File: src/design/lfsc_pkg.sv
// Shared types and constants of the scan-line classifier.
package lfsc_pkg;

  localparam int SUM_W       = 15;
  localparam int WHITE_W     = 9;
  localparam int DRIVE_W     = 9;
  localparam int CFG_W       = 10;
  localparam int CFG_IDX_W   = 3;
  localparam int QUEUE_DEPTH = 2;
  localparam int DIV_STEPS   = SUM_W;

  localparam logic [CFG_IDX_W-1:0] REG_REGION_THR = 3'd0;
  localparam logic [CFG_IDX_W-1:0] REG_FOLLOW_THR = 3'd1;
  localparam logic [CFG_IDX_W-1:0] REG_BASE_SPEED = 3'd2;
  localparam logic [CFG_IDX_W-1:0] REG_STEER_GAIN = 3'd3;
  localparam logic [CFG_IDX_W-1:0] REG_LOST_LEFT  = 3'd4;
  localparam logic [CFG_IDX_W-1:0] REG_LOST_RIGHT = 3'd5;

  localparam logic [7:0]         RST_REGION_THR = 8'd95;
  localparam logic [7:0]         RST_FOLLOW_THR = 8'd127;
  localparam logic signed [8:0]  RST_BASE_SPEED = -9'sd90;
  localparam logic [9:0]         RST_STEER_GAIN = 10'd220;
  localparam logic signed [8:0]  RST_LOST_LEFT  = 9'sd70;
  localparam logic signed [8:0]  RST_LOST_RIGHT = 9'sd75;

  typedef enum logic [2:0] {
    MAN_INTERSECTION = 3'd0,
    MAN_TJUNCTION    = 3'd1,
    MAN_LEFT         = 3'd2,
    MAN_RIGHT        = 3'd3,
    MAN_FOLLOW       = 3'd4,
    MAN_LOST         = 3'd5
  } maneuver_e;

  typedef enum logic [1:0] {
    BK_IDLE,
    BK_DIV,
    BK_MUL,
    BK_FIN
  } back_state_e;

  typedef struct packed {
    maneuver_e                 maneuver;
    logic signed [SUM_W-1:0]   offset_sum;
    logic [WHITE_W-1:0]        white_count;
  } frame_sum_t;

  typedef struct packed {
    logic [7:0]        region_thr;
    logic [7:0]        follow_thr;
    logic signed [8:0] base_speed;
    logic [9:0]        steer_gain;
    logic signed [8:0] lost_left;
    logic signed [8:0] lost_right;
  } cfg_t;

  typedef struct packed {
    logic full;
    logic empty;
  } queue_status_t;

endpackage

File: src/design/line_follow_scanline_classifier.sv
// Top level of the scan-line line-follower classifier.
// Pixels enter on the in_* channel (column, row, luma, frame_last) and are
// taken one per cycle; in_stall_o rises only while both frame summaries in
// the internal queue are still waiting for the back end.
// On the pixel with frame_last set, the frame's counts are classified and
// queued; one result leaves on the out_* channel per frame.
// A result for intersection, T-junction, left, right and lost goes from the
// queue through the idle and finish states to the output register; a follow
// result also passes the 15-step serial divide of the centroid sum and the
// multiply and drive stage. Waiting frame summaries back up in the queue.
// The result sits in an output register; while out_stall_i is high it holds
// and the back end waits, and the front takes pixels until the queue fills.
// Configuration: cfg_we_i writes cfg_data_i into register cfg_index_i
// (0 region threshold, 1 follow threshold, 2 base speed, 3 steer gain Q8,
// 4 lost left speed, 5 lost right speed); other indices are ignored.
// Write only while idle. Reset clears all counts, empties the queue and
// loads the default register values.
module line_follow_scanline_classifier #(
  parameter int LINE_WIDTH     = 320,
  parameter int SCAN_ROW       = 120,
  parameter int FORWARD_COLUMN = 140
) (
  input  logic                                clk_i,
  input  logic                                rst_ni,
  input  logic                                cfg_we_i,
  input  logic [lfsc_pkg::CFG_IDX_W-1:0]      cfg_index_i,
  input  logic [lfsc_pkg::CFG_W-1:0]          cfg_data_i,
  input  logic                                in_valid_i,
  output logic                                in_stall_o,
  input  logic [8:0]                          column_i,
  input  logic [7:0]                          row_i,
  input  logic [7:0]                          luma_i,
  input  logic                                frame_last_i,
  output logic                                out_valid_o,
  input  logic                                out_stall_i,
  output logic [2:0]                          out_maneuver_o,
  output logic signed [8:0]                   out_mean_error_o,
  output logic signed [8:0]                   out_left_drive_o,
  output logic signed [8:0]                   out_right_drive_o
);

  lfsc_pkg::cfg_t          cfg_q;
  lfsc_pkg::queue_status_t q_status;
  lfsc_pkg::frame_sum_t    push_data, head;
  logic push, pop;

  always_ff @(posedge clk_i or negedge rst_ni) begin
    if (!rst_ni) begin
      cfg_q.region_thr <= lfsc_pkg::RST_REGION_THR;
      cfg_q.follow_thr <= lfsc_pkg::RST_FOLLOW_THR;
      cfg_q.base_speed <= lfsc_pkg::RST_BASE_SPEED;
      cfg_q.steer_gain <= lfsc_pkg::RST_STEER_GAIN;
      cfg_q.lost_left  <= lfsc_pkg::RST_LOST_LEFT;
      cfg_q.lost_right <= lfsc_pkg::RST_LOST_RIGHT;
    end else if (cfg_we_i) begin
      case (cfg_index_i)
        lfsc_pkg::REG_REGION_THR: cfg_q.region_thr <= cfg_data_i[7:0];
        lfsc_pkg::REG_FOLLOW_THR: cfg_q.follow_thr <= cfg_data_i[7:0];
        lfsc_pkg::REG_BASE_SPEED: cfg_q.base_speed <= cfg_data_i[8:0];
        lfsc_pkg::REG_STEER_GAIN: cfg_q.steer_gain <= cfg_data_i;
        lfsc_pkg::REG_LOST_LEFT:  cfg_q.lost_left  <= cfg_data_i[8:0];
        lfsc_pkg::REG_LOST_RIGHT: cfg_q.lost_right <= cfg_data_i[8:0];
        default: ;
      endcase
    end
  end

  lfsc_front #(
    .LINE_WIDTH     (LINE_WIDTH),
    .SCAN_ROW       (SCAN_ROW),
    .FORWARD_COLUMN (FORWARD_COLUMN)
  ) u_front (
    .clk_i        (clk_i),
    .rst_ni       (rst_ni),
    .cfg_i        (cfg_q),
    .in_valid_i   (in_valid_i),
    .in_stall_o   (in_stall_o),
    .column_i     (column_i),
    .row_i        (row_i),
    .luma_i       (luma_i),
    .frame_last_i (frame_last_i),
    .q_status_i   (q_status),
    .push_o       (push),
    .entry_o      (push_data)
  );

  lfsc_queue u_queue (
    .clk_i       (clk_i),
    .rst_ni      (rst_ni),
    .push_i      (push),
    .push_data_i (push_data),
    .pop_i       (pop),
    .head_o      (head),
    .status_o    (q_status)
  );

  lfsc_back u_back (
    .clk_i             (clk_i),
    .rst_ni            (rst_ni),
    .cfg_i             (cfg_q),
    .head_i            (head),
    .q_status_i        (q_status),
    .pop_o             (pop),
    .out_valid_o       (out_valid_o),
    .out_stall_i       (out_stall_i),
    .out_maneuver_o    (out_maneuver_o),
    .out_mean_error_o  (out_mean_error_o),
    .out_left_drive_o  (out_left_drive_o),
    .out_right_drive_o (out_right_drive_o)
  );

  a_man_range: assert property (@(posedge clk_i) disable iff (!rst_ni)
    out_valid_o |-> out_maneuver_o <= lfsc_pkg::MAN_LOST)
    else $error("maneuver code out of range");

  a_idle_drives: assert property (@(posedge clk_i) disable iff (!rst_ni)
    (out_valid_o && out_maneuver_o != lfsc_pkg::MAN_FOLLOW
     && out_maneuver_o != lfsc_pkg::MAN_LOST)
    |-> (out_left_drive_o == '0 && out_right_drive_o == '0 && out_mean_error_o == '0))
    else $error("drives not zero outside follow and lost");

  a_drive_sat: assert property (@(posedge clk_i) disable iff (!rst_ni)
    out_valid_o |-> (out_left_drive_o != 9'h100 && out_right_drive_o != 9'h100))
    else $error("drive escaped saturation");

  a_no_pop_empty: assert property (@(posedge clk_i) disable iff (!rst_ni)
    pop |-> !q_status.empty)
    else $error("pop from empty queue");

endmodule

File: src/design/lfsc_front.sv
// Front end: per-pixel window counts, centroid sums and frame classification.
module lfsc_front #(
  parameter int LINE_WIDTH     = 320,
  parameter int SCAN_ROW       = 120,
  parameter int FORWARD_COLUMN = 140
) (
  input  logic                     clk_i,
  input  logic                     rst_ni,
  input  lfsc_pkg::cfg_t           cfg_i,
  input  logic                     in_valid_i,
  output logic                     in_stall_o,
  input  logic [8:0]               column_i,
  input  logic [7:0]               row_i,
  input  logic [7:0]               luma_i,
  input  logic                     frame_last_i,
  input  lfsc_pkg::queue_status_t  q_status_i,
  output logic                     push_o,
  output lfsc_pkg::frame_sum_t     entry_o
);

  localparam int Half     = LINE_WIDTH / 2;
  localparam int CenterLo = Half - 5;
  localparam int CenterHi = Half + 5;
  localparam int RightLo  = LINE_WIDTH - 20;
  localparam int LeftEnd  = 20;
  localparam int FwdRows  = 30;

  logic [4:0] left_q, left_d;
  logic [3:0] center_q, center_d;
  logic [4:0] right_q, right_d;
  logic [4:0] fwd_q, fwd_d;
  logic signed [lfsc_pkg::SUM_W-1:0] sum_q, sum_d;
  logic [lfsc_pkg::WHITE_W-1:0] white_q, white_d;

  logic accept;
  logic in_line, on_row, reg_white, fol_white;
  logic signed [9:0]  diff;
  logic signed [15:0] sum_wide;
  lfsc_pkg::maneuver_e man;

  assign in_stall_o = q_status_i.full;
  assign accept     = in_valid_i && !in_stall_o;
  assign push_o     = accept && frame_last_i;

  always_comb begin
    in_line   = int'(column_i) < LINE_WIDTH;
    on_row    = in_line && (int'(row_i) == SCAN_ROW);
    reg_white = luma_i > cfg_i.region_thr;
    fol_white = luma_i > cfg_i.follow_thr;
    diff      = 10'(int'(column_i) - Half);
    sum_wide  = {sum_q[lfsc_pkg::SUM_W-1], sum_q} + {{6{diff[9]}}, diff};

    left_d   = left_q;
    center_d = center_q;
    right_d  = right_q;
    fwd_d    = fwd_q;
    sum_d    = sum_q;
    white_d  = white_q;

    if (on_row && reg_white) begin
      if (int'(column_i) < LeftEnd && left_q != '1) left_d = left_q + 5'd1;
      if (int'(column_i) >= CenterLo && int'(column_i) < CenterHi && center_q != '1)
        center_d = center_q + 4'd1;
      if (int'(column_i) >= RightLo && right_q != '1) right_d = right_q + 5'd1;
    end
    if (on_row && fol_white) begin
      if (sum_wide[15] != sum_wide[14]) begin
        sum_d = sum_wide[15] ? {1'b1, {(lfsc_pkg::SUM_W-1){1'b0}}}
                             : {1'b0, {(lfsc_pkg::SUM_W-1){1'b1}}};
      end else begin
        sum_d = sum_wide[14:0];
      end
      if (white_q != '1) white_d = white_q + 9'd1;
    end
    if (in_line && int'(column_i) == FORWARD_COLUMN && int'(row_i) < FwdRows && reg_white
        && fwd_q != '1)
      fwd_d = fwd_q + 5'd1;

    if (center_d > 4'd7 && left_d > 5'd10 && right_d > 5'd10 && fwd_d >= 5'd30)
      man = lfsc_pkg::MAN_INTERSECTION;
    else if (center_d > 4'd7 && left_d > 5'd10 && right_d > 5'd10)
      man = lfsc_pkg::MAN_TJUNCTION;
    else if (center_d > 4'd7 && left_d > 5'd7 && right_d == 5'd0 && fwd_d < 5'd20)
      man = lfsc_pkg::MAN_LEFT;
    else if (center_d > 4'd7 && right_d > 5'd10 && left_d == 5'd0 && fwd_d < 5'd20)
      man = lfsc_pkg::MAN_RIGHT;
    else if (white_d != '0)
      man = lfsc_pkg::MAN_FOLLOW;
    else
      man = lfsc_pkg::MAN_LOST;

    entry_o.maneuver    = man;
    entry_o.offset_sum  = sum_d;
    entry_o.white_count = white_d;
  end

  always_ff @(posedge clk_i or negedge rst_ni) begin
    if (!rst_ni) begin
      left_q   <= '0;
      center_q <= '0;
      right_q  <= '0;
      fwd_q    <= '0;
      sum_q    <= '0;
      white_q  <= '0;
    end else if (accept) begin
      if (frame_last_i) begin
        left_q   <= '0;
        center_q <= '0;
        right_q  <= '0;
        fwd_q    <= '0;
        sum_q    <= '0;
        white_q  <= '0;
      end else begin
        left_q   <= left_d;
        center_q <= center_d;
        right_q  <= right_d;
        fwd_q    <= fwd_d;
        sum_q    <= sum_d;
        white_q  <= white_d;
      end
    end
  end

endmodule

File: src/design/lfsc_queue.sv
// Short queue of frame summaries between front and back.
module lfsc_queue (
  input  logic                     clk_i,
  input  logic                     rst_ni,
  input  logic                     push_i,
  input  lfsc_pkg::frame_sum_t     push_data_i,
  input  logic                     pop_i,
  output lfsc_pkg::frame_sum_t     head_o,
  output lfsc_pkg::queue_status_t  status_o
);

  localparam int PtrW = $clog2(lfsc_pkg::QUEUE_DEPTH);
  localparam int CntW = $clog2(lfsc_pkg::QUEUE_DEPTH + 1);

  lfsc_pkg::frame_sum_t mem_q [lfsc_pkg::QUEUE_DEPTH];
  logic [PtrW-1:0] wr_q, rd_q;
  logic [CntW-1:0] cnt_q;
  logic do_push, do_pop;

  assign status_o.full  = cnt_q == CntW'(lfsc_pkg::QUEUE_DEPTH);
  assign status_o.empty = cnt_q == '0;
  assign do_push = push_i && !status_o.full;
  assign do_pop  = pop_i && !status_o.empty;
  assign head_o  = mem_q[rd_q];

  always_ff @(posedge clk_i) begin
    if (do_push) mem_q[wr_q] <= push_data_i;
  end

  always_ff @(posedge clk_i or negedge rst_ni) begin
    if (!rst_ni) begin
      wr_q  <= '0;
      rd_q  <= '0;
      cnt_q <= '0;
    end else begin
      if (do_push) begin
        wr_q <= (int'(wr_q) == lfsc_pkg::QUEUE_DEPTH - 1) ? '0 : wr_q + PtrW'(1);
      end
      if (do_pop) begin
        rd_q <= (int'(rd_q) == lfsc_pkg::QUEUE_DEPTH - 1) ? '0 : rd_q + PtrW'(1);
      end
      if (do_push && !do_pop) cnt_q <= cnt_q + CntW'(1);
      else if (do_pop && !do_push) cnt_q <= cnt_q - CntW'(1);
    end
  end

endmodule

File: src/design/lfsc_back.sv
// Back end: centroid divide, steering multiply, drive saturation and result register.
module lfsc_back (
  input  logic                                 clk_i,
  input  logic                                 rst_ni,
  input  lfsc_pkg::cfg_t                       cfg_i,
  input  lfsc_pkg::frame_sum_t                 head_i,
  input  lfsc_pkg::queue_status_t              q_status_i,
  output logic                                 pop_o,
  output logic                                 out_valid_o,
  input  logic                                 out_stall_i,
  output logic [2:0]                           out_maneuver_o,
  output logic signed [8:0]                    out_mean_error_o,
  output logic signed [lfsc_pkg::DRIVE_W-1:0]  out_left_drive_o,
  output logic signed [lfsc_pkg::DRIVE_W-1:0]  out_right_drive_o
);

  localparam int SW = lfsc_pkg::SUM_W;
  localparam int CntW = $clog2(lfsc_pkg::DIV_STEPS);

  lfsc_pkg::back_state_e state_q, state_d;

  lfsc_pkg::maneuver_e man_q;
  logic                neg_q;
  logic [SW-1:0]       quo_q;
  logic [8:0]          div_q;
  logic [9:0]          rem_q;
  logic [CntW-1:0]     cnt_q;
  logic signed [8:0]   err_q;
  logic signed [19:0]  prod_q;

  logic out_valid_q;
  logic [2:0] man_out_q;
  logic signed [8:0] err_out_q, left_out_q, right_out_q;

  logic out_free, load_out, div_last;
  logic [10:0] shifted;
  logic [10:0] trial;
  logic        qbit;
  logic signed [8:0]  err_c;
  logic signed [20:0] base_ext, vl, vr;
  logic signed [8:0]  left_c, right_c;

  function automatic logic signed [8:0] sat_drive(input logic signed [20:0] v);
    logic signed [20:0] t;
    logic signed [12:0] q;
    t = v + (v[20] ? 21'sd255 : 21'sd0);
    q = 13'(t >>> 8);
    if (q > 13'sd255) return 9'sd255;
    else if (q < -13'sd255) return -9'sd255;
    else return q[8:0];
  endfunction

  function automatic logic signed [8:0] sat_speed(input logic signed [8:0] v);
    return (v == 9'h100) ? -9'sd255 : v;
  endfunction

  assign out_free = !out_valid_q || !out_stall_i;
  assign div_last = cnt_q == CntW'(lfsc_pkg::DIV_STEPS - 1);

  always_comb begin
    state_d  = state_q;
    pop_o    = 1'b0;
    load_out = 1'b0;
    case (state_q)
      lfsc_pkg::BK_IDLE: begin
        if (!q_status_i.empty) begin
          pop_o = 1'b1;
          state_d = (head_i.maneuver == lfsc_pkg::MAN_FOLLOW) ? lfsc_pkg::BK_DIV
                                                              : lfsc_pkg::BK_FIN;
        end
      end
      lfsc_pkg::BK_DIV: begin
        if (div_last) state_d = lfsc_pkg::BK_MUL;
      end
      lfsc_pkg::BK_MUL: state_d = lfsc_pkg::BK_FIN;
      lfsc_pkg::BK_FIN: begin
        if (out_free) begin
          load_out = 1'b1;
          state_d  = lfsc_pkg::BK_IDLE;
        end
      end
      default: state_d = lfsc_pkg::BK_IDLE;
    endcase
  end

  always_ff @(posedge clk_i or negedge rst_ni) begin
    if (!rst_ni) state_q <= lfsc_pkg::BK_IDLE;
    else         state_q <= state_d;
  end

  // restoring divide, one quotient bit per cycle
  always_comb begin
    shifted = {rem_q, quo_q[SW-1]};
    trial   = shifted - {2'b0, div_q};
    qbit    = shifted >= {2'b0, div_q};
  end

  always_comb begin
    if (neg_q) err_c = (quo_q > SW'(256)) ? -9'sd256 : 9'(9'd0 - quo_q[8:0]);
    else       err_c = (quo_q > SW'(255)) ? 9'sd255 : quo_q[8:0];
  end

  always_comb begin
    base_ext = {{4{cfg_i.base_speed[8]}}, cfg_i.base_speed, 8'b0};
    vl       = base_ext + {prod_q[19], prod_q};
    vr       = base_ext - {prod_q[19], prod_q};
    left_c   = sat_drive(vl);
    right_c  = sat_drive(vr);
  end

  always_ff @(posedge clk_i) begin
    case (state_q)
      lfsc_pkg::BK_IDLE: begin
        man_q <= head_i.maneuver;
        neg_q <= head_i.offset_sum[SW-1];
        quo_q <= head_i.offset_sum[SW-1] ? SW'(-head_i.offset_sum) : head_i.offset_sum;
        div_q <= head_i.white_count;
        rem_q <= '0;
        cnt_q <= '0;
      end
      lfsc_pkg::BK_DIV: begin
        rem_q <= qbit ? trial[9:0] : shifted[9:0];
        quo_q <= {quo_q[SW-2:0], qbit};
        cnt_q <= cnt_q + CntW'(1);
      end
      lfsc_pkg::BK_MUL: begin
        err_q  <= err_c;
        prod_q <= $signed({1'b0, cfg_i.steer_gain}) * err_c;
      end
      default: ;
    endcase
    if (load_out) begin
      man_out_q <= man_q;
      case (man_q)
        lfsc_pkg::MAN_FOLLOW: begin
          err_out_q   <= err_q;
          left_out_q  <= left_c;
          right_out_q <= right_c;
        end
        lfsc_pkg::MAN_LOST: begin
          err_out_q   <= '0;
          left_out_q  <= sat_speed(cfg_i.lost_left);
          right_out_q <= sat_speed(cfg_i.lost_right);
        end
        default: begin
          err_out_q   <= '0;
          left_out_q  <= '0;
          right_out_q <= '0;
        end
      endcase
    end
  end

  always_ff @(posedge clk_i or negedge rst_ni) begin
    if (!rst_ni)       out_valid_q <= 1'b0;
    else if (load_out) out_valid_q <= 1'b1;
    else if (!out_stall_i) out_valid_q <= 1'b0;
  end

  assign out_valid_o       = out_valid_q;
  assign out_maneuver_o    = man_out_q;
  assign out_mean_error_o  = err_out_q;
  assign out_left_drive_o  = left_out_q;
  assign out_right_drive_o = right_out_q;

endmodule

File: config.mk
export PLATFORM = sky130hd
export DESIGN_NAME = line_follow_scanline_classifier
export DESIGN_NICKNAME = d
export VERILOG_FILES = /design/src/design/lfsc_pkg.sv /design/src/design/line_follow_scanline_classifier.sv /design/src/design/lfsc_front.sv /design/src/design/lfsc_queue.sv /design/src/design/lfsc_back.sv
export SDC_FILE = /design/constraint.sdc
export NUM_CORES = 1
export LEC_CHECK = 0
export ABC_AREA = 1
export CAP_MARGIN = 0
export CORE_ASPECT_RATIO = 1.1
export CORE_MARGIN = 5
export CORE_UTILIZATION = 50
export DETAILED_ROUTE_END_ITERATION = 8
export DONT_BUFFER_PORTS = 1
export PLACE_DENSITY = 0.73
export SLEW_MARGIN = 20
export SYNTH_ARGS = -nofsm -noshare
export SYNTH_HDL_FRONTEND = slang
export SYNTH_SLANG_ARGS = --single-unit
File: constraint.sdc
create_clock -name clk_i -period 13.8 [get_ports clk_i]
set_clock_uncertainty 0.1 [all_clocks]
set_input_delay 2.07 -clock clk_i [delete_from_list [all_inputs] [get_ports clk_i]]
set_output_delay 2.07 -clock clk_i [all_outputs]
set_load 0.03 [all_outputs]
==> results.txt, run 1 <==
* Total vias in the final route: 14,600
- Summing all multi-input logic gate instances after layout gives 0.00989 mm2.
- In this run the power density over the cells is 274 mW/mm2.
* Net count of the mapped netlist: 2,458
* Number of instances resized during post-cts repair: 0
- Combinational logic is responsible for 60.5% of the overall power.
- OpenSTA, run right after detailed placement, puts the worst setup slack at 6120 ps.
* Starting DRT DRC Count: 1,007
- Final Critical Period: 7740 ps
- Final period util: 56.1%
- The startpoint identified for the worst register-to-register timing path is u_back.quo_q[0]$_DFFE_PP_.
- Number of antenna violations at the first check in global routing: 2
- Setup violations remaining at the end of the flow were counted as 0.
* Syn_area_per_cell: 8.49 um2
- Fill cell instance count of the final layout: 3,375
- Of the total power, registers draw 25.4%.
- In this run the static leakage power is 9.67 nW.
- Launch point of the worst path: u_back.quo_q[0]$_DFFE_PP_
- In this design, the critical path's most frequently occurring cell is sky130_fd_sc_hd__inv_1.
- Top library cells by usage in the layout, fill and taps aside: 481 x sky130_fd_sc_hd__nand2_1, 351 x sky130_fd_sc_hd__inv_1, 178 x sky130_fd_sc_hd__nor2_1
- Setup total negative slack on the finished layout was measured at 0 ps.
* Sort of element at the end of the critical path: register
- Commonest non-fill, non-tap cell in the layout: sky130_fd_sc_hd__nand2_1
- Routed wire per std cell: 16.3 um
* Number of buffers added by the clock tree synthesis step: 30
* Status: completed
- Summing all flip-flop and latch instances after layout gives 0.00727 mm2.
* Overall routing resource usage: 21.4%
* Max-cap check violation count: 0
- The tree built by TritonCTS fans out to 258 sinks.
* Die Y-Extent: 213 um
* Slew Limit Fails: 0
* Mapped cell area: 0.0187 mm2
- For this run, the post-layout net count is 2,459.
- The worst hold path belongs to the class register to register.
- For this design the total switching power over the nets is 2.67 mW.
- Width of the die: 194 um
- Main flop type after synthesis: sky130_fd_sc_hd__edfxtp_1
- Number of synthesized register bits: 258
- Count of nets left with antenna violations after detail routing: 0
* Worst Min Path Start: u_back.man_q[2]$_DFFE_PP_
* Hold-critical path depth: 0
- Weighted congestion at the end of routability-driven global placement: 0.961
- For the pin with the worst max-slew slack, the measured transition is 904 ps.
- Internal power comes to 2.87 mW.
- In this run the count of I/O pins placed on the die edge is 76.
- The number of global-route vias before repair came to 14,700.
- Worst slew margin: 39.4%
- The tree is rooted in a sky130_fd_sc_hd__clkbuf_16.
- Post-Route WL: 44.4 mm
* Endpoints failing hold: 0
- The first global-routing pass estimated 72.9 mm of wire.
- Counting flops with an async set or reset pin after synthesis yields a share of 39.9%.
- F_max: 129 MHz
- Clock tree from TritonCTS: done
* Number of enable flip-flop cells after synthesis: 155
- Data arrives at the worst endpoint at 7960 ps.
* Area overhead of the layout relative to synthesis: 8.10%
- After detailed routing, the number of vias per cell comes to 5.36.
* Fraction of power spent switching nets: 48.2%
- The share of total power dissipated in the clock network is 14.0%.
- Entering global routing, the biggest net connects 104 pins.
* Warnings from Yosys: 0
- I/O Buffers: 0
- STA classifies the critical path startpoint as a register.
- After clock tree synthesis, the setup repair step added 0 buffers.
* Peak fanout along the critical path: 7
* Core footprint: 0.0370 mm2
- In the post-route analysis, the smallest setup slack over all paths is 6060 ps.
- Layout cell share with drive strength beyond 1: 8.03%
- Once detailed placement completed, the half-perimeter wirelength came to 33.7 mm.
- Design Power: 5.54 mW
- Max clock buf depth: 3
* Maximum ir drop on the vdd rail: 0.000179 V
- Clk slew on worst S/H paths: 60 ps
* Cell count after synthesis: 2,203
- Quantity of hold-fixing buffers added after cts: 0
- The largest individual stage delay along the critical path comes from the cell sky130_fd_sc_hd__fa_1.
- Effective utilization at floorplan: 50.5%
- Setup repair after global routing missed its margin: false
- Reg2reg path depth: 34
- The worst setup path is of the register to register kind.
* # DRC: 0
- The repair_antennas step left the layout with diodes totalling 0.
* Portion of the post-synthesis area used by sequential elements: 38.9%
- CTS built an H-tree with a depth of 1.
- In this design, the stage delay of the slowest critical-path cell is 560 ps.
* Die Footprint: 0.0414 mm2
* GRT overflow: 0
- The later pin in the worst-skew pair is clocked with a latency of 580 ps.
- Row count: 74
- Post-synthesis cell type count: 64
- STA puts the critical path data required time at 14,010 ps.
- The first detailed-routing pass took 6 iterations.
power by group through the flow:
stage | sequential (mW) | combinational, mW | clock (mW)
global placement | 1.42 | 3.25 | 0
finish | 1.41 | 3.35 | 0.778
floorplan | 1.36 | 2.62 | 0
global route | 1.43 | 3.83 | 0.826
CTS | 1.41 | 3.38 | 0.792
detailed placement | 1.42 | 3.34 | 0
worst paths after layout:
kind                                                 endpoint  slack [ps]
max reg2reg                       u_back.prod_q[19]$_DFFE_PP_        6060
max                               u_back.prod_q[19]$_DFFE_PP_        6060
min in group asynchronous      u_back.out_valid_o$_DFFE_PN0P_        1080
min                        u_back.out_maneuver_o[2]$_DFFE_PP_         350
min reg2reg                u_back.out_maneuver_o[2]$_DFFE_PP_         350
max in group asynchronous               cfg_q[47]$_DFFE_PN1P_       12210
stage by stage:
step / util (%) / instances / cell area [um2] / hold slack, ps
final: 54.6 / 2722 / 20200 / 349
after global routing: 54.6 / 2722 / 20200 / 385
after CTS: 54.6 / 2722 / 20200 / 349
after detailed placement: 51.9 / 2666 / 19200 / 335
after global placement: 51.9 / 2666 / 19200 / 342
after floorplan: - / 2203 / 18700 / 326
registers in the layout (all words and copies together) (netlist names), 10 cells and up:
| name | cells |
|---|---|
| cfg_q | 53 |
| u_queue.mem_q | 54 |
| u_front.sum_q | 15 |
| u_back.prod_q | 20 |
| u_back.rem_q | 10 |
| u_back.quo_q | 15 |
critical path: cells and delay by family, from the launching register on:
family	cells	cell delay [ps]
buffers and inverters	7	720
AO/OA/AOI/OAI	11	2030
flip-flops	1	410
XOR/XNOR	1	90
AND/OR/NAND/NOR	8	970
adder cells (fa/ha/maj)	7	3160
routing by layer:
metal / global-route usage [%] / part of all wire (%) / up-vias
met5: 0 / 0.061 / -
met4: 7.37 / 3.9 / 4
met3: 2.90 / 4.0 / 99
met2: 40.3 / 51 / 343
met1: 25.3 / 41 / 6934
li1: - / - / 7204
final cells by class:
type / count / area share [%]
Clock inverter: 18 / 0.749
Multi-Input combinational cell: 1535 / 48.9
Sequential cell: 258 / 36.0
Inverter: 370 / 6.87
Timing Repair Buffer: 9 / 0.334
Tap cell: 494 / 3.06
Clock buffer: 38 / 4.12
synthesized netlist by cell type, types with 6 or more instances:
master	instances	area [um2]
sky130_fd_sc_hd__clkbuf_1	28	105
sky130_fd_sc_hd__nor2_1	180	676
sky130_fd_sc_hd__inv_2	15	56.3
sky130_fd_sc_hd__o21ai_0	149	746
sky130_fd_sc_hd__xor2_1	73	639
sky130_fd_sc_hd__nand3_1	81	405
sky130_fd_sc_hd__inv_1	351	1320
sky130_fd_sc_hd__nor3_1	24	120
sky130_fd_sc_hd__a22oi_1	13	97.6
sky130_fd_sc_hd__nor4_1	13	81.3
sky130_fd_sc_hd__o21bai_1	6	45.0
sky130_fd_sc_hd__o22ai_1	20	125
sky130_fd_sc_hd__nand3_2	7	70.1
sky130_fd_sc_hd__nand3b_1	10	75.1
sky130_fd_sc_hd__or2_2	13	81.3
sky130_fd_sc_hd__ha_1	151	1890
sky130_fd_sc_hd__mux2i_1	6	60.1
sky130_fd_sc_hd__nand4_1	32	200
sky130_fd_sc_hd__a21oi_1	87	435
sky130_fd_sc_hd__dfstp_2	30	788
sky130_fd_sc_hd__a21o_1	6	45.0
sky130_fd_sc_hd__xnor2_1	15	131
sky130_fd_sc_hd__nand2_2	12	75.1
sky130_fd_sc_hd__dfrtp_1	73	1830
sky130_fd_sc_hd__o21ai_1	18	90.1
sky130_fd_sc_hd__fa_1	60	1200
sky130_fd_sc_hd__edfxtp_1	155	4650
sky130_fd_sc_hd__nand2_1	481	1810
sky130_fd_sc_hd__nand2_4	9	101
kinds of logic after synthesis:
kind of cell	share of synthesized area (%)
adders and majority gates	16.5
and+or+nand+nor	21.5
muxes	0.321
buffers and inverters	8.38
xor gates and xnor gates	4.30
AOI/OAI and AO/OA	10.1
DFF	38.9
Power figures use the tool's default switching activity.
==> run 2: changes to the inputs <==
- ABC_AREA: 1 -> 0
- PLACE_DENSITY: 0.73 -> 0.76
- clock period: 13.8 -> 6.3 ns (I/O delays scaled with it)
==> results.txt, run 2 <==
- Status: finished, violations left (was completed)
* Failing checks: setup timing
* Fin nets: 2,109 (was 2,459)
- The total track usage was 20.7% (was 21.4%).
* Data required time at the worst endpoint: 6520 ps (was 14,010 ps)
- Reg-to-reg setup timing slack: -50 ps (was 6060 ps)
- The maximum level of the CTS H-tree was 1 (unchanged).
- The die height was 211 um (was 213 um).
* Final period util: 101% (was 56.1%)
* CP dominant cell by count: sky130_fd_sc_hd__fa_1 (was sky130_fd_sc_hd__inv_1)
- The total wirelength of the detailed-routed design was 42.3 mm (was 44.4 mm).
- Register with the most flip-flops: u_queue.mem_q (unchanged)
- Portion of the post-synthesis area used by sequential elements: 39.4% (was 38.9%)
- Syn_area_per_cell: 10.1 um2 (was 8.49 um2)
- The combinational family with the most area after synthesis is adder cells (was simple AND/OR/NAND/NOR gates).
* Share of synthesized flip-flops with an asynchronous set or reset: 39.9% (unchanged)
* Total setup violations reported at the end of the flow: 3 (was 0)
- The number of max-slew violations in the final report is 0 (unchanged).
- The flip-flop cell with the highest count after synthesis was sky130_fd_sc_hd__edfxtp_1 (unchanged).
* Number of flip-flops under the largest register name: 54 (unchanged)
* Setup TNS: -84.0 ps (was 0 ps)
- The shortest period the worst path allows was 6350 ps (was 7740 ps).
- The total via count in the routed design came to 13,700 (was 14,600).
* Number of enable flip-flop cells after synthesis: 155 (unchanged)
- The type of the tightest min-delay check is primary input to asynchronous set/reset pin (was register to register).
- Peak fanout along the critical path: 7 (unchanged)
- Net count of the mapped netlist: 2,077 (was 2,458)
- F_max: 157 MHz (was 129 MHz)
- Starting DRT DRC Count: 858 (was 1,007)
- Fraction of synthesized cell area taken by the top area cell type: 25.2% (was 24.9%)
- The count of unresolved DRC violations after routing came to 0 (unchanged).
* Clock latency of the later-clocked register in the worst-skew pair: 570 ps (was 580 ps)
- Sort of element at the end of the critical path: register (unchanged)
- Clk slew on worst S/H paths: 70 ps (was 60 ps)
- Launch point of the worst path: u_back.quo_q[3]$_DFFE_PP_ (was u_back.quo_q[0]$_DFFE_PP_)
* Vias in the first global route: 14,100 (was 14,700)
- Cell at the root of the clock tree: sky130_fd_sc_hd__clkbuf_16 (unchanged)
* Core footprint: 0.0363 mm2 (was 0.0370 mm2)
- Critical path buffer and inverter count: 5 (was 7)
- Top post-synthesis cells by count: 187 x sky130_fd_sc_hd__nand2_1, 155 x sky130_fd_sc_hd__edfxtp_1, 151 x sky130_fd_sc_hd__ha_1, 151 x sky130_fd_sc_hd__inv_1, 117 x sky130_fd_sc_hd__o21ai_0 (was 481 x sky130_fd_sc_hd__nand2_1, 351 x sky130_fd_sc_hd__inv_1, 180 x sky130_fd_sc_hd__nor2_1).
* Area overhead of the layout relative to synthesis: 11.8% (was 8.10%)
- Mapped cell area: 0.0184 mm2 (was 0.0187 mm2)
- The simple-gate share of the synthesized area is 16.0% (was 21.5%).
* Critical path class: register to register (unchanged)
* Mux contribution to synthesized area: 5.10% (was 0.321%)
- The share of the synthesized netlist area taken by xor and xnor gates came to 4.94% (was 4.30%).
- The number of clock sinks was 258 (unchanged).
* Max clock buf depth: 3 (unchanged)
* Weighted congestion at the end of routability-driven global placement: 0.949 (was 0.961)
- Number of antenna violations at the first check in global routing: 1 (was 2)
* Cell type of the slowest stage on the worst timing path: sky130_fd_sc_hd__fa_1 (unchanged)
* Delay of the slowest critical-path stage: 530 ps (was 560 ps)
* Cells taking the most area after synthesis: sky130_fd_sc_hd__edfxtp_1 25%, sky130_fd_sc_hd__ha_1 10%, sky130_fd_sc_hd__dfrtp_1 9.9% (was sky130_fd_sc_hd__edfxtp_1 25%, sky130_fd_sc_hd__ha_1 10%, sky130_fd_sc_hd__dfrtp_1 9.8%)
- The number of input and output port buffers inserted is 0 (unchanged).
* Layout cell share with drive strength beyond 1: 16.2% (was 8.03%)
- Detailed-placement wirelength estimate: 31.0 mm (was 33.7 mm)
- Largest registers: u_queue.mem_q: 54 flops, cfg_q: 53 flops, u_back.prod_q: 20 flops (unchanged)
- Ports placed on the boundary: 76 (unchanged)
* Gate family responsible for the most delay along the worst path: adder cells (unchanged)
- The final number of hold-violating endpoints came to 0 (unchanged).
- GRT overflow: 0 (unchanged)
- Count of nets left with antenna violations after detail routing: 0 (unchanged)
* Number of buffers added by the clock tree synthesis step: 29 (was 30)
* Row count: 73 (was 74)
- The via-per-instance ratio came to 5.78 (was 5.36).
- Number of synthesized register bits: 258 (unchanged)
- Most frequent cell after synthesis: sky130_fd_sc_hd__nand2_1 (unchanged)
- Largest area contributor in the synthesized netlist: sky130_fd_sc_hd__edfxtp_1 (unchanged)
- Post-Synth Adder-Cell Area: 16.8% (was 16.5%)
- The total of max-cap violations came to 0 (unchanged).
* Worst slew margin: 33.4% (was 39.4%)
- The worst path arrival time came to 6570 ps (was 7960 ps).
- The area of the die came to 0.0408 mm2 (was 0.0414 mm2).
- The width of the die is 193 um (was 194 um).
- The number of iterations in the first detailed-routing pass was 5 (was 6).
- Top library cells by usage in the layout, fill and taps aside: 178 x sky130_fd_sc_hd__nand2_1, 155 x sky130_fd_sc_hd__edfxtp_1, 143 x sky130_fd_sc_hd__inv_1 (was 481 x sky130_fd_sc_hd__nand2_1, 351 x sky130_fd_sc_hd__inv_1, 178 x sky130_fd_sc_hd__nor2_1).
- Setup repair after global routing missed its margin: true (was false).
* Pin count of the biggest net entering global routing: 74 (was 104)
* Routed wire per std cell: 17.9 um (was 16.3 um)
- Reg2reg path depth: 26 (was 34)
* Commonest non-fill, non-tap cell in the layout: sky130_fd_sc_hd__nand2_1 (unchanged)
- The startpoint of the worst register-to-register path is u_back.quo_q[3]$_DFFE_PP_ (was u_back.quo_q[0]$_DFFE_PP_).
- The total stage count of the critical path is 26 (was 34).
- The transition time at the pin with the least slew margin was 996 ps (was 904 ps).
- The slack of the critical path was -50.1 ps (was 6060 ps).
- First-pass GRT wire length: 69.5 mm (was 72.9 mm)
- The element type at the critical path start was a register (unchanged).
- Post-synthesis cell type count: 101 (was 64)
* Compound-Gate Fraction of Synth Area: 12.9% (was 10.1%)
- The number of antenna repair diodes was 0 (unchanged).
* Clock tree from TritonCTS: done (unchanged)
* Cell count after synthesis: 1,822 (was 2,203)
- The total of warnings raised by yosys was 0 (unchanged).
- Effective utilization at floorplan: 50.9% (was 50.5%)
## run 2: path summary, 6_finish.rpt
path / to
hold reg to reg: u_back.out_maneuver_o[2]$_DFFE_PP_
hold / removal: cfg_q[25]$_DFFE_PN1P_
setup reg to reg: u_back.prod_q[18]$_DFFE_PP_
max in group asynchronous: cfg_q[52]$_DFFE_PN0P_
min in group clk_i: u_back.out_maneuver_o[2]$_DFFE_PP_
setup / recovery: u_back.prod_q[18]$_DFFE_PP_
## run 2: worst reg2reg max path, cell delays in order, from the launching register on
cell                       delay, ps
sky130_fd_sc_hd__edfxtp_1        430
sky130_fd_sc_hd__nor2_2          190
sky130_fd_sc_hd__nand2_2          70
sky130_fd_sc_hd__or3_4           320
sky130_fd_sc_hd__or3_4           340
sky130_fd_sc_hd__a21o_4          260
sky130_fd_sc_hd__o21ai_4         180
sky130_fd_sc_hd__buf_4           140
sky130_fd_sc_hd__nand2_2          50
sky130_fd_sc_hd__fa_1            530
sky130_fd_sc_hd__inv_1            50
sky130_fd_sc_hd__fa_1            500
sky130_fd_sc_hd__fa_1            450
sky130_fd_sc_hd__fa_1            500
sky130_fd_sc_hd__inv_1            50
sky130_fd_sc_hd__fa_1            490
sky130_fd_sc_hd__inv_2            40
sky130_fd_sc_hd__ha_4            280
sky130_fd_sc_hd__inv_2            40
sky130_fd_sc_hd__o21ai_2         130
sky130_fd_sc_hd__a21oi_2          70
sky130_fd_sc_hd__o21bai_1        160
sky130_fd_sc_hd__nand4_1         180
sky130_fd_sc_hd__a31oi_2         200
sky130_fd_sc_hd__a21o_1          160
sky130_fd_sc_hd__a21oi_2          60
sky130_fd_sc_hd__xnor2_1         120
## run 2: timing repair
item,CTS,global route
setup endpoints to repair,7,7
hold buffers,1,0
pin swaps,32,24
hold endpoints to repair,73,0
resized for setup,32,22
buffers inserted,9,7
## run 2: area by class of cell
type                       instances  area, um2
fill                            3023      15600
multi-input combinational       1346      10600
sequential                       258       7270
clock buffer                      39        868
tap                              487        609
inverter                         152        571
timing repair buffer              67        558
clock inverter                    15        144
## run 2: logic make-up after synthesis
family	Yosys count
AO/OA/AOI/OAI	361
XOR/XNOR	104
adder cells (fa/ha/maj)	212
buffers and inverters	218
flip-flops	258
multiplexers	87
AND/OR/NAND/NOR	582
## run 2: stage by stage
step	setup slack [ps]	instance area, um2	hold slack [ps]	cells	util [%]
after floorplan	-67.8	18500	317	1822	-
after global routing	-283	20600	111	2364	56.9
after global placement	-83.0	19200	330	2296	53.0
final	-50.1	20600	150	2364	56.9
after detailed placement	-255	19200	342	2296	53.0
after CTS	-77.5	20500	107	2359	56.4
## run 2: per-layer routing
metal,share of wire [%],track usage [%]
met5,0.017,0
met4,4.0,8.23
met3,3.9,2.74
met2,52,37.7
met1,40,24.7
Power of run 2 is left out: the tool's default activity adds up to more than one toggle a clock period on the data nets, which glitch-free logic cannot reach.
==> run 3: changes to the inputs <==
- CAP_MARGIN: 0 -> 10
- SETUP_SLACK_MARGIN: default -> 0.4
==> results.txt, run 3 (synthesis gave the netlist of run 2 again) <==
* I/O Buffers: 0 (unchanged)
* Count of nets left with antenna violations after detail routing: 0 (unchanged)
- Clk slew on worst S/H paths: 60 ps (was 70 ps)
- Setup repair after global routing missed its margin: true (unchanged).
* Overall routing resource usage: 20.6% (was 20.7%)
- Register with the most flip-flops: u_queue.mem_q (unchanged)
* # DRC: 0 (unchanged)
- The type of the tightest min-delay check is primary input to asynchronous set/reset pin (unchanged).
* Peak fanout along the critical path: 5 (was 7)
* Weighted congestion at the end of routability-driven global placement: 0.930 (was 0.949)
* H-tree lvl count: 1 (unchanged)
- F_max: 154 MHz (was 157 MHz)
- First-pass GRT wire length: 69.1 mm (was 69.5 mm)
- Status: finished, violations left (unchanged)
- Type of element launching the critical path: register (unchanged)
- Total vias in the final route: 13,700 (about the same)
- The width of the die was 193 um (unchanged).
* Max-cap check violation count: 0 (unchanged)
- Reg-to-reg critical path endpoint: u_back.prod_q[18]$_DFFE_PP_ (unchanged)
- Delay of the slowest critical-path stage: 570 ps (was 530 ps)
* Non-Filler Instances: 2,373 (was 2,364)
- Top library cells by usage in the layout, fill and taps aside: 179 x sky130_fd_sc_hd__nand2_1, 155 x sky130_fd_sc_hd__edfxtp_1, 143 x sky130_fd_sc_hd__inv_1 (was 178 x sky130_fd_sc_hd__nand2_1, 155 x sky130_fd_sc_hd__edfxtp_1, 143 x sky130_fd_sc_hd__inv_1)
- Diode count: 0 (unchanged)
- Area overhead of the layout relative to synthesis: 11.9% (was 11.8%)
- The most repeated library cell on the critical path is sky130_fd_sc_hd__fa_1 (unchanged).
- Ports placed on the boundary: 76 (unchanged)
- The slack of the critical path came to -209 ps (was -50.1 ps).
- Die Y-Extent: 211 um (unchanged)
* Pin count of the biggest net entering global routing: 60 (was 74)
* Clock latency of the later-clocked register in the worst-skew pair: 550 ps (was 570 ps)
- The core outline area was 0.0363 mm2 (unchanged).
- The violation count after the first detailed-route iteration is 828 (was 858).
- The core utilization of the finished layout was 56.9% (about the same).
- Post-Route WL: 43.0 mm (was 42.3 mm)
- Layout cell share with drive strength beyond 1: 16.1% (was 16.2%)
- Max clock buf depth: 3 (unchanged)
- The worst path arrival time is 6700 ps (was 6570 ps).
* Worst slew margin: 34.6% (was 33.4%)
* Dpl ws: -334 ps (was -255 ps)
- Failing checks: setup timing (unchanged).
* Critical path class: register to register (unchanged)
- The final setup violation count came to 7 (was 3).
- The TritonCTS clock tree was done (unchanged).
- Row count: 73 (unchanged)
- The critical path required time came to 6490 ps (was 6520 ps).
- Cell type of the slowest stage on the worst timing path: sky130_fd_sc_hd__fa_1 (unchanged)
* Reg2reg path depth: 28 (was 26)
- Routed via count divided by cell count: 5.78 (about the same)
* Reg-to-reg setup timing slack: -210 ps (was -50 ps)
- The most frequent standard cell in the layout excluding fill and tap cells was sky130_fd_sc_hd__nand2_1 (unchanged).
- Cell at the root of the clock tree: sky130_fd_sc_hd__clkbuf_16 (unchanged)
- Number of flip-flops under the largest register name: 54 (unchanged)
- Actual slew at the worst max-slew pin: 980 ps (was 996 ps)
- Number of antenna violations at the first check in global routing: 0 (was 1)
- Vias in the first global route: 13,900 (was 14,100)
- The detailed-route wire length per cell was 18.1 um (was 17.9 um).
- Final period util: 103% (was 101%)
- Placed cell count: 2,294 (was 2,296)
- Launching point of the worst reg2reg path: u_back.quo_q[1]$_DFFE_PP_ (was u_back.quo_q[3]$_DFFE_PP_)
- First-pass detailed-route iteration total: 5 (unchanged)
- Largest registers: u_queue.mem_q: 54 flops, cfg_q: 53 flops, u_back.prod_q: 20 flops (unchanged)
- Effective utilization at floorplan: 50.9% (unchanged)
* Detailed-placement wirelength estimate: 31.6 mm (was 31.0 mm)
- The shortest period the worst path allows came to 6510 ps (was 6350 ps).
- GRT overflow: 0 (unchanged)
- The area of the die is 0.0408 mm2 (unchanged).
- The number of max-slew violations in the final report came to 0 (unchanged).
- The total clock buffers created by CTS was 28 (was 29).
* Sort of element at the end of the critical path: register (unchanged)
* Fin nets: 2,119 (was 2,109)
* Clk sink count: 258 (unchanged)
* Endpoints failing hold: 0 (unchanged)
[run 3: timing repair]
action                     in CTS  in global routing
pin swaps                      42                 20
setup buffers                  17                  5
hold buffers                    2                  0
gates cloned                    0                  2
resized for setup              31                 23
hold endpoints to repair       59                  0
setup endpoints to repair      10                 11
[run 3: area by class of cell]
class | instances | area [um2]
fillers | 3042 | 15600
multi-input cells | 1346 | 10600
flip-flops and latches | 258 | 7270
clock buffers | 35 | 727
repair buffers | 78 | 681
well taps | 487 | 609
inverters | 152 | 571
clock inverters | 17 | 181
[run 3: worst max-delay path: cells and delay by family (launching register included)]
family	cells	cell delay [ps]
adder cells (fa/ha/maj)	7	2900
AO/OA/AOI/OAI	8	1220
AND/OR/NAND/NOR	5	970
buffers and inverters	7	510
flip-flops	1	410
XOR/XNOR	1	120
[run 3: how the worst max path moves through the flow]
| stage | start | endpoint | slack [ps] | cells past startpoint |
|---|---|---|---|---|
| floorplan | u_back.quo_q[0]$_DFFE_PP_ | u_back.prod_q[18]$_DFFE_PP_ | -70 | 27 |
| global placement | u_back.quo_q[0]$_DFFE_PP_ | u_back.prod_q[19]$_DFFE_PP_ | -60 | 29 |
| detailed placement | u_back.quo_q[0]$_DFFE_PP_ | u_back.prod_q[19]$_DFFE_PP_ | -330 | 30 |
| CTS | u_back.quo_q[1]$_DFFE_PP_ | u_back.prod_q[19]$_DFFE_PP_ | -160 | 28 |
| global route | u_back.quo_q[0]$_DFFE_PP_ | u_back.prod_q[19]$_DFFE_PP_ | -470 | 28 |
| finish | u_back.quo_q[1]$_DFFE_PP_ | u_back.prod_q[18]$_DFFE_PP_ | -210 | 28 |
[run 3: per-layer routing]
metal | up-vias | GRT usage, % | share of wire, % | wire, um
li1 | 6533 | - | - | -
met1 | 6720 | 25.1 | 41 | 17400
met2 | 371 | 37.6 | 52 | 22300
met3 | 87 | 2.49 | 4.4 | 1900
met4 | 0 | 6.79 | 3.3 | 1410
met5 | - | 0 | 0 | 0
[run 3: through the flow]
| step | hold WS [ps] | TNS, ps | cell area [um2] |
|---|---|---|---|
| floorplan | 317 | -133 | 18500 |
| finish | 158 | -799 | 20600 |
| detailed placement | 337 | -883 | 19200 |
| CTS | 148 | -329 | 20400 |
| global route | 137 | -2450 | 20600 |
| global placement | 332 | -117 | 19200 |
Power of run 3 is left out for the same reason.
